--- config.mk ---
export PLATFORM = sky130hd
export DESIGN_NAME = windowed_bandwidth_tx_mux_flat
export DESIGN_NICKNAME = d
export VERILOG_FILES = /design/src/rtl/wbtm_pkg.sv /design/src/rtl/wbtm_if.sv /design/src/rtl/wbtm_ram.sv /design/src/rtl/windowed_bandwidth_tx_mux.sv /design/src/flat_wrapper.sv
export VERILOG_INCLUDE_DIRS = /design/src /design/src/rtl
export SDC_FILE = /design/constraint.sdc
export NUM_CORES = 2
export LEC_CHECK = 0
export BUFFER_PORTS_ARGS = -buffer_cell sky130_fd_sc_hd__buf_2
export CORE_MARGIN = 3
export CORE_UTILIZATION = 30
export CTS_BUF_LIST = sky130_fd_sc_hd__clkbuf_16
export CTS_CLUSTER_DIAMETER = 80
export CTS_CLUSTER_SIZE = 30
export DETAILED_ROUTE_END_ITERATION = 7
export PLACE_DENSITY = 0.45
export SYNTH_ARGS = -nofsm -noshare
export SYNTH_HDL_FRONTEND = slang
export SYNTH_SLANG_ARGS = --single-unit
--- constraint.sdc ---
create_clock -name clk -period 23.6 [get_ports clk]
set_clock_uncertainty 0.15 [all_clocks]
set_input_delay 4.72 -clock clk [delete_from_list [all_inputs] [get_ports clk]]
set_output_delay 4.72 -clock clk [all_outputs]
set_load 0.03 [all_outputs]
--- src/rtl/windowed_bandwidth_tx_mux_assert.svh ---
// Assertion macros used by the transmit multiplexer RTL.
`ifndef WINDOWED_BANDWIDTH_TX_MUX_ASSERT_SVH
`define WINDOWED_BANDWIDTH_TX_MUX_ASSERT_SVH

// Same-cycle implication, checked on every rising clock edge outside reset.
`define WBTM_ASSERT_NOW(label, clk, rst_n, ante, cons, msg) \
    label: assert property (@(posedge clk) disable iff (!rst_n) (ante) |-> (cons)) \
        else $error(msg);

// Next-cycle implication, checked on every rising clock edge outside reset.
`define WBTM_ASSERT_NEXT(label, clk, rst_n, ante, cons, msg) \
    label: assert property (@(posedge clk) disable iff (!rst_n) (ante) |=> (cons)) \
        else $error(msg);

`endif

--- src/rtl/wbtm_pkg.sv ---
// Types, constants and the region lookup function of the transmit multiplexer.
package wbtm_pkg;

    localparam int CLIENT_COUNT = 3;
    localparam int CLIENT_W     = 2;

    // Size of one client's buffer region in bytes, and the longest frame.
    localparam logic [31:0] REGION_SIZE = 32'd2097152;
    localparam int          MAX_LENGTH  = 2048;

    // Operation codes of an input item.
    localparam logic [1:0] OP_TX    = 2'd0;
    localparam logic [1:0] OP_DONE  = 2'd1;
    localparam logic [1:0] OP_TIMER = 2'd2;

    // Status codes of a result item.
    localparam logic [2:0] ST_FORWARD     = 3'd0;
    localparam logic [2:0] ST_HELD_BUDGET = 3'd1;
    localparam logic [2:0] ST_HELD_FULL   = 3'd2;
    localparam logic [2:0] ST_RETURNED    = 3'd3;
    localparam logic [2:0] ST_BAD         = 3'd4;
    localparam logic [2:0] ST_TIMER       = 3'd5;

    // Configuration register indexes.
    typedef logic [2:0] cfg_idx_t;
    localparam cfg_idx_t CFG_WINDOW_LENGTH = 3'd0;
    localparam cfg_idx_t CFG_BIT_LIMIT0    = 3'd1;
    localparam cfg_idx_t CFG_BIT_LIMIT1    = 3'd2;
    localparam cfg_idx_t CFG_BIT_LIMIT2    = 3'd3;
    localparam cfg_idx_t CFG_REGION_MAP0   = 3'd4;
    localparam cfg_idx_t CFG_REGION_MAP1   = 3'd5;
    localparam cfg_idx_t CFG_REGION_MAP2   = 3'd6;

    // Reset values of the configuration registers.
    localparam logic [31:0] WINDOW_LENGTH_RST = 32'd10000;
    localparam logic [30:0] BIT_LIMIT0_RST    = 31'd100000000;
    localparam logic [30:0] BIT_LIMIT1_RST    = 31'd1000000;
    localparam logic [30:0] BIT_LIMIT2_RST    = 31'd100000000;

    typedef logic [CLIENT_COUNT-1:0][63:0] region_map_t;
    typedef logic [CLIENT_COUNT-1:0][30:0] bit_limit_t;

    // One client's accounting entry as kept in the state memory.
    typedef struct packed {
        logic        pending;
        logic [31:0] bits_used;
        logic [63:0] window_start;
    } entry_t;

    // Outcome of a region search.
    typedef struct packed {
        logic                hit;
        logic [CLIENT_W-1:0] client;
        logic [31:0]         addr;
    } lookup_t;

    // Search the regions in client order; the lowest client that holds addr wins.
    function automatic lookup_t region_lookup(logic [31:0] addr, logic use_virt,
                                              region_map_t map);
        lookup_t     res;
        logic [31:0] from_base;
        logic [31:0] to_base;
        logic [32:0] diff;
        res = '0;
        for (int c = CLIENT_COUNT - 1; c >= 0; c--)
        begin
            from_base = use_virt ? map[c][63:32] : map[c][31:0];
            to_base   = use_virt ? map[c][31:0]  : map[c][63:32];
            diff      = {1'b0, addr} - {1'b0, from_base};
            if (!diff[32] && (diff[31:0] < REGION_SIZE))
            begin
                res.hit    = 1'b1;
                res.client = CLIENT_W'(c);
                res.addr   = to_base + diff[31:0];
            end
        end
        return res;
    endfunction

endpackage

--- src/rtl/wbtm_if.sv ---
// Request and result channel interfaces of the transmit multiplexer.
interface wbtm_req_if;
    logic        valid;
    logic        ready;
    logic [1:0]  op;
    logic [1:0]  client;
    logic [31:0] buffer_addr;
    logic [11:0] frame_length;
    logic [63:0] now;
    logic        driver_full;

    modport source (output valid, op, client, buffer_addr, frame_length, now, driver_full,
                    input ready);
    modport sink (input valid, op, client, buffer_addr, frame_length, now, driver_full,
                  output ready);
endinterface

interface wbtm_rsp_if;
    logic        valid;
    logic        ready;
    logic [2:0]  status;
    logic [31:0] out_addr;
    logic [11:0] out_length;
    logic [1:0]  out_client;
    logic        timeout_request;
    logic [31:0] timeout_value;

    modport source (output valid, status, out_addr, out_length, out_client,
                    timeout_request, timeout_value, input ready);
    modport sink (input valid, status, out_addr, out_length, out_client,
                  timeout_request, timeout_value, output ready);
endinterface

--- src/rtl/wbtm_ram.sv ---
// Generic single-write, single-read RAM with a registered read port.
module wbtm_ram #(
    parameter int WIDTH = 8,
    parameter int DEPTH = 4
) (
    input  logic                     clk,
    input  logic                     we,
    input  logic [$clog2(DEPTH)-1:0] waddr,
    input  logic [WIDTH-1:0]         wdata,
    input  logic                     re,
    input  logic [$clog2(DEPTH)-1:0] raddr,
    output logic [WIDTH-1:0]         rdata
);

    logic [WIDTH-1:0] mem_reg [DEPTH];
    logic [WIDTH-1:0] rdata_reg;

    // A read at the address being written returns the old contents.
    always_ff @(posedge clk)
    begin
        if (we)
        begin
            mem_reg[waddr] <= wdata;
        end
        if (re)
        begin
            rdata_reg <= mem_reg[raddr];
        end
    end

    assign rdata = rdata_reg;

endmodule

--- src/rtl/windowed_bandwidth_tx_mux.sv ---
// Pipeline: stage one registers an accepted item and its state memory read; the result
// register takes its result once free or being emptied (read, then update).
// Throughput: one item per cycle while results flow; state memory is read at accept and
// written back as it leaves, the last write forwarded for back-to-back same-client items.
// Reset: configuration returns to its defaults, the pipeline empties, and per-client
// valid bits make every state entry read as zero until it is first written.
`include "windowed_bandwidth_tx_mux_assert.svh"

module windowed_bandwidth_tx_mux (
    input  logic               clk,
    input  logic               rst_n,
    input  logic               cfg_we,
    input  wbtm_pkg::cfg_idx_t cfg_index,
    input  logic [63:0]        cfg_data,
    wbtm_req_if.sink           req,
    wbtm_rsp_if.source         rsp
);

    import wbtm_pkg::*;

    // Configuration registers.
    logic [31:0] window_length_reg;
    bit_limit_t  bit_limit_reg;
    region_map_t region_map_reg;

    // Pipeline control.
    logic                     s1_valid_reg;
    logic                     fwd_reg;
    logic                     out_valid_reg;
    logic [CLIENT_COUNT-1:0]  entry_valid_reg;
    logic                     in_ready;
    logic                     in_fire;
    logic                     s1_adv;

    // Stage one payload.
    logic [1:0]          s1_op_reg;
    logic [1:0]          s1_client_reg;
    logic [11:0]         s1_len_reg;
    logic [63:0]         s1_now_reg;
    logic                s1_full_reg;
    lookup_t             s1_lk_reg;
    entry_t              last_wr_reg;

    // State memory access.
    logic [CLIENT_W-1:0] rd_addr;
    logic [CLIENT_W-1:0] s1_idx;
    logic                ram_we;
    logic [$bits(entry_t)-1:0] ram_rdata;
    lookup_t             lk_first;

    // Update logic.
    entry_t      cur_entry;
    entry_t      new_entry;
    logic        wr_req;
    logic [63:0] elapsed_raw;
    logic        expired;
    logic [31:0] bu_eff;
    logic [63:0] ws_eff;
    logic [31:0] tval_eff;
    logic        over_budget;
    logic        len_bad;
    logic [32:0] bits_sum;
    logic [31:0] bits_sat;
    lookup_t     lk_second;

    // Result register.
    logic [2:0]  st_next,    st_reg;
    logic [31:0] addr_next,  addr_reg;
    logic [11:0] len_next,   len_reg;
    logic [1:0]  cli_next,   cli_reg;
    logic        treq_next,  treq_reg;
    logic [31:0] tval_next,  tval_reg;

    // Configuration writes.
    always_ff @(posedge clk or negedge rst_n)
    begin
        if (!rst_n)
        begin
            window_length_reg <= WINDOW_LENGTH_RST;
            bit_limit_reg[0]  <= BIT_LIMIT0_RST;
            bit_limit_reg[1]  <= BIT_LIMIT1_RST;
            bit_limit_reg[2]  <= BIT_LIMIT2_RST;
            region_map_reg    <= '0;
        end
        else if (cfg_we)
        begin
            unique case (cfg_index)
                CFG_WINDOW_LENGTH: window_length_reg <= cfg_data[31:0];
                CFG_BIT_LIMIT0:    bit_limit_reg[0]  <= cfg_data[30:0];
                CFG_BIT_LIMIT1:    bit_limit_reg[1]  <= cfg_data[30:0];
                CFG_BIT_LIMIT2:    bit_limit_reg[2]  <= cfg_data[30:0];
                CFG_REGION_MAP0:   region_map_reg[0] <= cfg_data;
                CFG_REGION_MAP1:   region_map_reg[1] <= cfg_data;
                CFG_REGION_MAP2:   region_map_reg[2] <= cfg_data;
                default:           ;
            endcase
        end
    end

    // Handshake: stage one moves on when the result register is free or being emptied.
    assign s1_adv    = s1_valid_reg && (!out_valid_reg || rsp.ready);
    assign in_ready  = !s1_valid_reg || s1_adv;
    assign in_fire   = req.valid && in_ready;
    assign req.ready = in_ready;

    // An out-of-range client reads entry zero; its result never uses the entry.
    assign rd_addr = (req.client < CLIENT_W'(CLIENT_COUNT)) ? req.client : '0;
    assign s1_idx  = (s1_client_reg < CLIENT_W'(CLIENT_COUNT)) ? s1_client_reg : '0;

    // First region search on the incoming address, virtual for transmit.
    assign lk_first = region_lookup(req.buffer_addr, req.op == OP_TX, region_map_reg);

    wbtm_ram #(
        .WIDTH ($bits(entry_t)),
        .DEPTH (CLIENT_COUNT)
    ) u_state_ram (
        .clk   (clk),
        .we    (ram_we),
        .waddr (s1_idx),
        .wdata (new_entry),
        .re    (in_fire),
        .raddr (rd_addr),
        .rdata (ram_rdata)
    );

    // Stage one control.
    always_ff @(posedge clk or negedge rst_n)
    begin
        if (!rst_n)
        begin
            s1_valid_reg    <= 1'b0;
            fwd_reg         <= 1'b0;
            entry_valid_reg <= '0;
        end
        else
        begin
            if (in_fire)
            begin
                s1_valid_reg <= 1'b1;
                fwd_reg      <= ram_we && (s1_idx == rd_addr);
            end
            else if (s1_adv)
            begin
                s1_valid_reg <= 1'b0;
            end
            if (ram_we)
            begin
                entry_valid_reg[s1_idx] <= 1'b1;
            end
        end
    end

    // Stage one payload and the copy of the last entry written.
    always_ff @(posedge clk)
    begin
        if (in_fire)
        begin
            s1_op_reg     <= req.op;
            s1_client_reg <= req.client;
            s1_len_reg    <= req.frame_length;
            s1_now_reg    <= req.now;
            s1_full_reg   <= req.driver_full;
            s1_lk_reg     <= lk_first;
        end
        if (ram_we)
        begin
            last_wr_reg <= new_entry;
        end
    end

    // Current entry: forwarded write, memory data, or zero before the first write.
    always_comb
    begin
        if (fwd_reg)
        begin
            cur_entry = last_wr_reg;
        end
        else if (entry_valid_reg[s1_idx])
        begin
            cur_entry = entry_t'(ram_rdata);
        end
        else
        begin
            cur_entry = '0;
        end
    end

    // Window check, budget and counter arithmetic.
    assign elapsed_raw = s1_now_reg - cur_entry.window_start;
    assign expired     = elapsed_raw >= {32'd0, window_length_reg};
    assign bu_eff      = expired ? 32'd0 : cur_entry.bits_used;
    assign ws_eff      = expired ? s1_now_reg : cur_entry.window_start;
    assign tval_eff    = expired ? window_length_reg : (window_length_reg - elapsed_raw[31:0]);
    assign over_budget = bu_eff >= {1'b0, bit_limit_reg[s1_idx]};
    assign len_bad     = 32'(s1_len_reg) > 32'(MAX_LENGTH);
    assign bits_sum    = {1'b0, bu_eff} + {18'd0, s1_len_reg, 3'd0};
    assign bits_sat    = bits_sum[32] ? '1 : bits_sum[31:0];

    // Second search: owner of the virtual address found for a completion.
    assign lk_second = region_lookup(s1_lk_reg.addr, 1'b1, region_map_reg);

    // Result and write-back selection.
    always_comb
    begin
        st_next   = ST_BAD;
        addr_next = '0;
        len_next  = '0;
        cli_next  = '0;
        treq_next = 1'b0;
        tval_next = '0;
        new_entry = cur_entry;
        wr_req    = 1'b0;
        unique case (s1_op_reg)
            OP_TX:
            begin
                len_next = s1_len_reg;
                cli_next = s1_client_reg;
                if (s1_client_reg < CLIENT_W'(CLIENT_COUNT))
                begin
                    wr_req                 = 1'b1;
                    new_entry.window_start = ws_eff;
                    new_entry.bits_used    = bu_eff;
                    if (len_bad)
                    begin
                        st_next = ST_BAD;
                    end
                    else if (s1_full_reg || over_budget)
                    begin
                        st_next = s1_full_reg ? ST_HELD_FULL : ST_HELD_BUDGET;
                        if (!cur_entry.pending)
                        begin
                            new_entry.pending = 1'b1;
                            treq_next         = 1'b1;
                            tval_next         = tval_eff;
                        end
                    end
                    else if (!s1_lk_reg.hit)
                    begin
                        st_next = ST_BAD;
                    end
                    else
                    begin
                        new_entry.bits_used = bits_sat;
                        st_next             = ST_FORWARD;
                        addr_next           = s1_lk_reg.addr;
                    end
                end
            end
            OP_DONE:
            begin
                len_next = s1_len_reg;
                if (s1_lk_reg.hit && lk_second.hit)
                begin
                    st_next   = ST_RETURNED;
                    addr_next = s1_lk_reg.addr;
                    cli_next  = lk_second.client;
                end
            end
            OP_TIMER:
            begin
                st_next  = ST_TIMER;
                cli_next = s1_client_reg;
                if (s1_client_reg < CLIENT_W'(CLIENT_COUNT))
                begin
                    wr_req            = 1'b1;
                    new_entry.pending = 1'b0;
                end
            end
            default:
            begin
                st_next = ST_BAD;
            end
        endcase
    end

    assign ram_we = s1_adv && wr_req;

    // Result register control.
    always_ff @(posedge clk or negedge rst_n)
    begin
        if (!rst_n)
        begin
            out_valid_reg <= 1'b0;
        end
        else if (s1_adv)
        begin
            out_valid_reg <= 1'b1;
        end
        else if (rsp.ready)
        begin
            out_valid_reg <= 1'b0;
        end
    end

    // Result register payload.
    always_ff @(posedge clk)
    begin
        if (s1_adv)
        begin
            st_reg   <= st_next;
            addr_reg <= addr_next;
            len_reg  <= len_next;
            cli_reg  <= cli_next;
            treq_reg <= treq_next;
            tval_reg <= tval_next;
        end
    end

    assign rsp.valid           = out_valid_reg;
    assign rsp.status          = st_reg;
    assign rsp.out_addr        = addr_reg;
    assign rsp.out_length      = len_reg;
    assign rsp.out_client      = cli_reg;
    assign rsp.timeout_request = treq_reg;
    assign rsp.timeout_value   = tval_reg;

    // A write-back happens only as its item leaves stage one.
    `WBTM_ASSERT_NOW(a_write_on_advance, clk, rst_n, ram_we, s1_adv,
        "state written without an item leaving stage one")

    // A back-to-back item for the same client must take the forwarded entry.
    `WBTM_ASSERT_NEXT(a_forward_taken, clk, rst_n, in_fire && ram_we && (s1_idx == rd_addr),
        fwd_reg && s1_valid_reg, "same-client follow-up did not select the forwarded entry")

    // A waiting result is never overwritten.
    `WBTM_ASSERT_NOW(a_no_overwrite, clk, rst_n, out_valid_reg && !rsp.ready, !s1_adv,
        "stage one advanced into a stalled result register")

    // A timeout is only requested for a held packet.
    `WBTM_ASSERT_NOW(a_timeout_on_hold, clk, rst_n, out_valid_reg && treq_reg,
        (st_reg == ST_HELD_BUDGET) || (st_reg == ST_HELD_FULL),
        "timeout requested for an item that was not held")

endmodule

--- src/flat_wrapper.sv ---
// flat-port wrapper written by rule: the top's interface ports become plain ports
module windowed_bandwidth_tx_mux_flat import wbtm_pkg::*;
  (clk, rst_n, cfg_we, cfg_index, cfg_data, req_valid, req_op, req_client, req_buffer_addr, req_frame_length, req_now, req_driver_full, req_ready, rsp_valid, rsp_status, rsp_out_addr, rsp_out_length, rsp_out_client, rsp_timeout_request, rsp_timeout_value, rsp_ready);
  wbtm_req_if req_i ();
  wbtm_rsp_if rsp_i ();
  input  logic clk;
  input  logic rst_n;
  input  logic cfg_we;
  input  wbtm_pkg::cfg_idx_t cfg_index;
  input  logic [63:0] cfg_data;
  input wire logic [$bits(req_i.valid)-1:0] req_valid;
  input wire logic [$bits(req_i.op)-1:0] req_op;
  input wire logic [$bits(req_i.client)-1:0] req_client;
  input wire logic [$bits(req_i.buffer_addr)-1:0] req_buffer_addr;
  input wire logic [$bits(req_i.frame_length)-1:0] req_frame_length;
  input wire logic [$bits(req_i.now)-1:0] req_now;
  input wire logic [$bits(req_i.driver_full)-1:0] req_driver_full;
  output wire logic [$bits(req_i.ready)-1:0] req_ready;
  output wire logic [$bits(rsp_i.valid)-1:0] rsp_valid;
  output wire logic [$bits(rsp_i.status)-1:0] rsp_status;
  output wire logic [$bits(rsp_i.out_addr)-1:0] rsp_out_addr;
  output wire logic [$bits(rsp_i.out_length)-1:0] rsp_out_length;
  output wire logic [$bits(rsp_i.out_client)-1:0] rsp_out_client;
  output wire logic [$bits(rsp_i.timeout_request)-1:0] rsp_timeout_request;
  output wire logic [$bits(rsp_i.timeout_value)-1:0] rsp_timeout_value;
  input wire logic [$bits(rsp_i.ready)-1:0] rsp_ready;
  assign req_i.valid = req_valid;
  assign req_i.op = req_op;
  assign req_i.client = req_client;
  assign req_i.buffer_addr = req_buffer_addr;
  assign req_i.frame_length = req_frame_length;
  assign req_i.now = req_now;
  assign req_i.driver_full = req_driver_full;
  assign req_ready = req_i.ready;
  assign rsp_valid = rsp_i.valid;
  assign rsp_status = rsp_i.status;
  assign rsp_out_addr = rsp_i.out_addr;
  assign rsp_out_length = rsp_i.out_length;
  assign rsp_out_client = rsp_i.out_client;
  assign rsp_timeout_request = rsp_i.timeout_request;
  assign rsp_timeout_value = rsp_i.timeout_value;
  assign rsp_i.ready = rsp_ready;
  windowed_bandwidth_tx_mux u_core (.clk(clk), .rst_n(rst_n), .cfg_we(cfg_we), .cfg_index(cfg_index), .cfg_data(cfg_data), .req(req_i), .rsp(rsp_i));
endmodule
==> results.md <==
Status:
- The flow ran to the end, and the final reports show no timing, DRC or antenna violations.

Yosys:
- For this run, asynchronously set or reset flops after synthesis account for 0.3217.
- Of the total synthesized cell area, the portion taken by AND, OR, NAND and NOR gates is 0.1159.
- Summing every instance area after synthesis gives 0.06192 sq mm.
- The adder and majority gate portion of the synthesized area is 0.09434.
- The flop and latch count out of synthesis is 1004.
- Of the total synthesized cell area, the portion taken by XOR and XNOR cells is 0.03324.
- Ranked by total cell area, the synthesized netlist is headed by edfxtp_1 (33%), dfrtp_1 (12%), ha_1 (9.1%), mux2_2 (5.4%), mux2i_1 (4.9%).
- The complex-gate fraction of the synthesized area is 0.1581.
- The sequential area share after synthesis is 0.4615.
- The biggest area contributor in the post-synthesis netlist is edfxtp_1.
- The dominant combinational cell family by area after synthesis is compound AO/OA/AOI/OAI gates.
- The mean area per synthesized cell is 10.67 sq um.
- The number of synthesized flops with an enable pin is 681.
- The share of synthesized area in the top cell type comes to 0.3302.
- The synthesized netlist net count is 6449.
- The synthesized netlist contains 94 unique library cells.
- For this run, the number of Yosys warnings is 0.
- Synthesis produced a netlist whose cell count is 5806.
- The leading register cell type out of synthesis is edfxtp_1.
- The multiplexer fraction of the synthesized cell area is 0.1033.

STA:
- At the pin with the least slew margin, the transition time is 1183 ps.
- Setup violations remaining at the end of the flow were counted as 0.
- Headroom to the max-slew limit came out at 0.2114.
- Setup repair after global routing left no endpoint under its margin.
- The final hold violation count is 0.
- The accumulated negative setup slack is 0 ps.
- The final number of max-transition violations is 0.
- In the finished design, the share of the clock period the worst path needs comes to 0.6025.
- Static timing analysis puts the maximum clock frequency at 70.33 MHz.
- For the finished layout, the period the worst path requires is 14220 ps.

Detailed routing:
- The count of nets left with antenna violations once routing finished came out at 0.
- In the routed design, unresolved DRC markers number 0.
- After detailed routing, the average wire length per cell comes to 23.03 microns.
- The routed layout has 45840 vias.
- The first detailed-routing pass took 5 iterations.
- Using the TritonRoute via totals, the vias-per-cell ratio works out to 5.244.
- The number of violations reported at the end of detailed-routing iteration 0 is 3181.
- The routed wire length is 201300 microns.

Global routing:
- The total overflow left after global routing is 0.
- Entering global routing, the biggest net connects 140 pins.
- The first global-routing pass estimated 296900 microns of wire.
- The via count of the first global-routing pass is 44800.
- In the global route stage, overall resource usage came out at 0.1855.
- The initial antenna violation count is 25.

CTS:
- Once the clock tree was built, the setup fixing pass inserted 0 buffers.
- The number of sinks handled by clock tree synthesis is 1004.
- Clock-pin slew was measured on the worst setup and hold paths at 80 ps.
- The longest clock path from root to sink contains 3 buffers.
- The tree is rooted in a clkbuf_16.
- The total of hold buffers inserted after clock tree synthesis is 0.
- The clock insertion delay at the later pin of the skew report is 740 ps.
- The H-tree generated during clock tree synthesis spans 3 levels.
- The CTS tree is done.
- The total of cells resized after clock tree synthesis is 0.
- Buffers inserted during clock tree synthesis total 91.

Power:
- The largest vdd supply drop is 58.22 uV.
- The total power of the final layout is 0.006634 W.
- The analysis attributes to cell leakage a power of 27.60 nW.
- The power density of the placed cells is 95.48 mW/mm^2.

Cells and area:
- After the last flow step, the layout net total stands at 6618.
- The area added between synthesis and finish is 12.21%.
- The finished layout holds 8741 standard cells, fillers aside.
- The post-layout instance area is 0.06948 sq mm.
- The utilization after layout is 0.3389.
- Across the whole layout, storage elements account for 0.02858 sq mm.
- The multi-input logic area is 0.03138 sq mm.
- Fill cells in the final layout number 20680.
- The number of flip-flops in the largest register is 291.
- The fraction of layout cells with a size suffix above 1 is 0.1476.

Floorplanning:
- Pin placement for this block handled 269 I/O pins.
- In this run the standard cell core region covers 0.2050 sq mm.
- The die extent in x is 460.3 microns.
- The area of the die is 0.2119 sq mm.
- The die height is 460.3 microns.
- The initial cell density of the core is 0.3021.
- In this run the core area contains 166 standard-cell rows.

Worst setup path:
- The origin of the critical flop-to-flop path is u_core.s1_client_reg[0].
- The start-to-end type of the worst setup path is reg2reg.
- In this run the worst setup path terminates at u_core.u_state_ram.mem_reg[0][93].
- The data required time of the worst path is 23940 ps.
- In this design, the stage delay of the slowest critical-path cell is 650 ps.
- Counting buffers and inverters, the worst setup path is 50 cells deep.
- The depth of the worst register-to-register path is 50.
- At the worst endpoint, the arrival time is 14560 ps.
- The family of cells with the greatest summed delay on the critical path is compound AO/OA/AOI/OAI gates.
- The slack of the worst reg-to-reg path is 9380 ps.
- The worst setup path startpoint is u_core.s1_client_reg[0].
- The maximum fanout along the worst path is 56.
- STA classifies the critical path startpoint as a register.
- The cell type of the slowest stage on the worst timing path is buf_4.
- The number of buffers and inverters on the critical path is 5.
- The worst setup path is captured at a register.
- In this run the critical register-to-register path is captured at u_core.u_state_ram.mem_reg[0][93].

Place:
- The number of I/O port buffers is 268.
- Summing all placed instances gives a cell area of 0.06617 sq mm.
- After detailed placement, the design holds a cell count of 8570.
- Routability-driven placement finished with a final weighted congestion of 0.9043.
- The total half-perimeter wirelength after legalization and detailed placement is 151000 microns.

Min path:
- In this run the worst hold path is classified as reg2reg.

Job:
- The count of maximum capacitance violations is 0.
[worst min-delay path by stage]
stage                             startpoint                        to  cells past startpoint
global route        u_core.bit_limit_reg[19]  u_core.bit_limit_reg[19]                      1
CTS                 u_core.bit_limit_reg[79]  u_core.bit_limit_reg[79]                      1
finish              u_core.bit_limit_reg[90]  u_core.bit_limit_reg[90]                      1
global placement    u_core.bit_limit_reg[92]  u_core.bit_limit_reg[92]                      1
detailed placement  u_core.bit_limit_reg[91]  u_core.bit_limit_reg[91]                      1
floorplan                u_core.s1_valid_reg          u_core.rsp.valid                      1
[Yosys cell counts (151+ instances only)]
master,count
edfxtp_1,681
a21oi_1,468
ha_1,450
nand2_1,368
o21ai_0,338
nor2_1,305
mux2i_1,304
mux2_2,295
dfrtp_1,287
inv_1,272
nor2b_1,209
clkbuf_1,191
nor3_1,163
xnor2_1,151
[cells in the final DEF (no fill, tap or decap), types with 273 or more instances in the layout]
cell | Yosys | routed
inv_1 | 272 | 273
nor2_1 | 305 | 304
mux2_2 | 295 | 295
dfrtp_1 | 287 | 286
nand2_1 | 368 | 368
edfxtp_1 | 681 | 681
mux2i_1 | 304 | 304
ha_1 | 450 | 448
a21oi_1 | 468 | 467
o21ai_0 | 338 | 338
[power breakdown]
part           leakage (nW)  internal, W  switching (W)
clock                  1.61     0.000841       0.000832
sequential             10.2      0.00212       0.000130
combinational          15.7      0.00109        0.00162
total                  27.6      0.00405        0.00258
[per-layer routing]
layer / part of all wire / up-vias / GRT usage
met5: 0.00018 / - / 0
met4: 0.022 / 6 / 0.04260
met3: 0.041 / 195 / 0.02114
met2: 0.47 / 948 / 0.3129
met1: 0.46 / 22720 / 0.2541
li1: - / 21970 / -
[stage by stage]
stage / hold WS [ps] / setup slack, ps
after global routing: 373.7 / 8402
final: 359.2 / 9381
after detailed placement: 343.5 / 9524
after global placement: 337.9 / 9717
after CTS: 359.7 / 9424
after floorplan: 312.9 / 11370
[area by class of cell]
class / count / share of cell area
inverters: 272 / 0.01469
clock inverters: 74 / 0.01367
diodes: 3 / 0.0001080
multi-input cells: 4278 / 0.4516
repair buffers: 328 / 0.02634
flip-flops and latches: 1004 / 0.4113
well taps: 2688 / 0.04840
clock buffers: 94 / 0.03385
[kinds of logic (layout without fill, tap and decap cells)]
group           after synthesis  in the layout
flops                      1004           1004
xor+xnor                    235            235
mux                         601            601
compound gates             1539           1539
fa+ha+maj                   463            463
simple gates               1440           1440
other cells                   0              3
buf+inv                     524            768
Note: power is estimated with default switching activity, not from simulation.
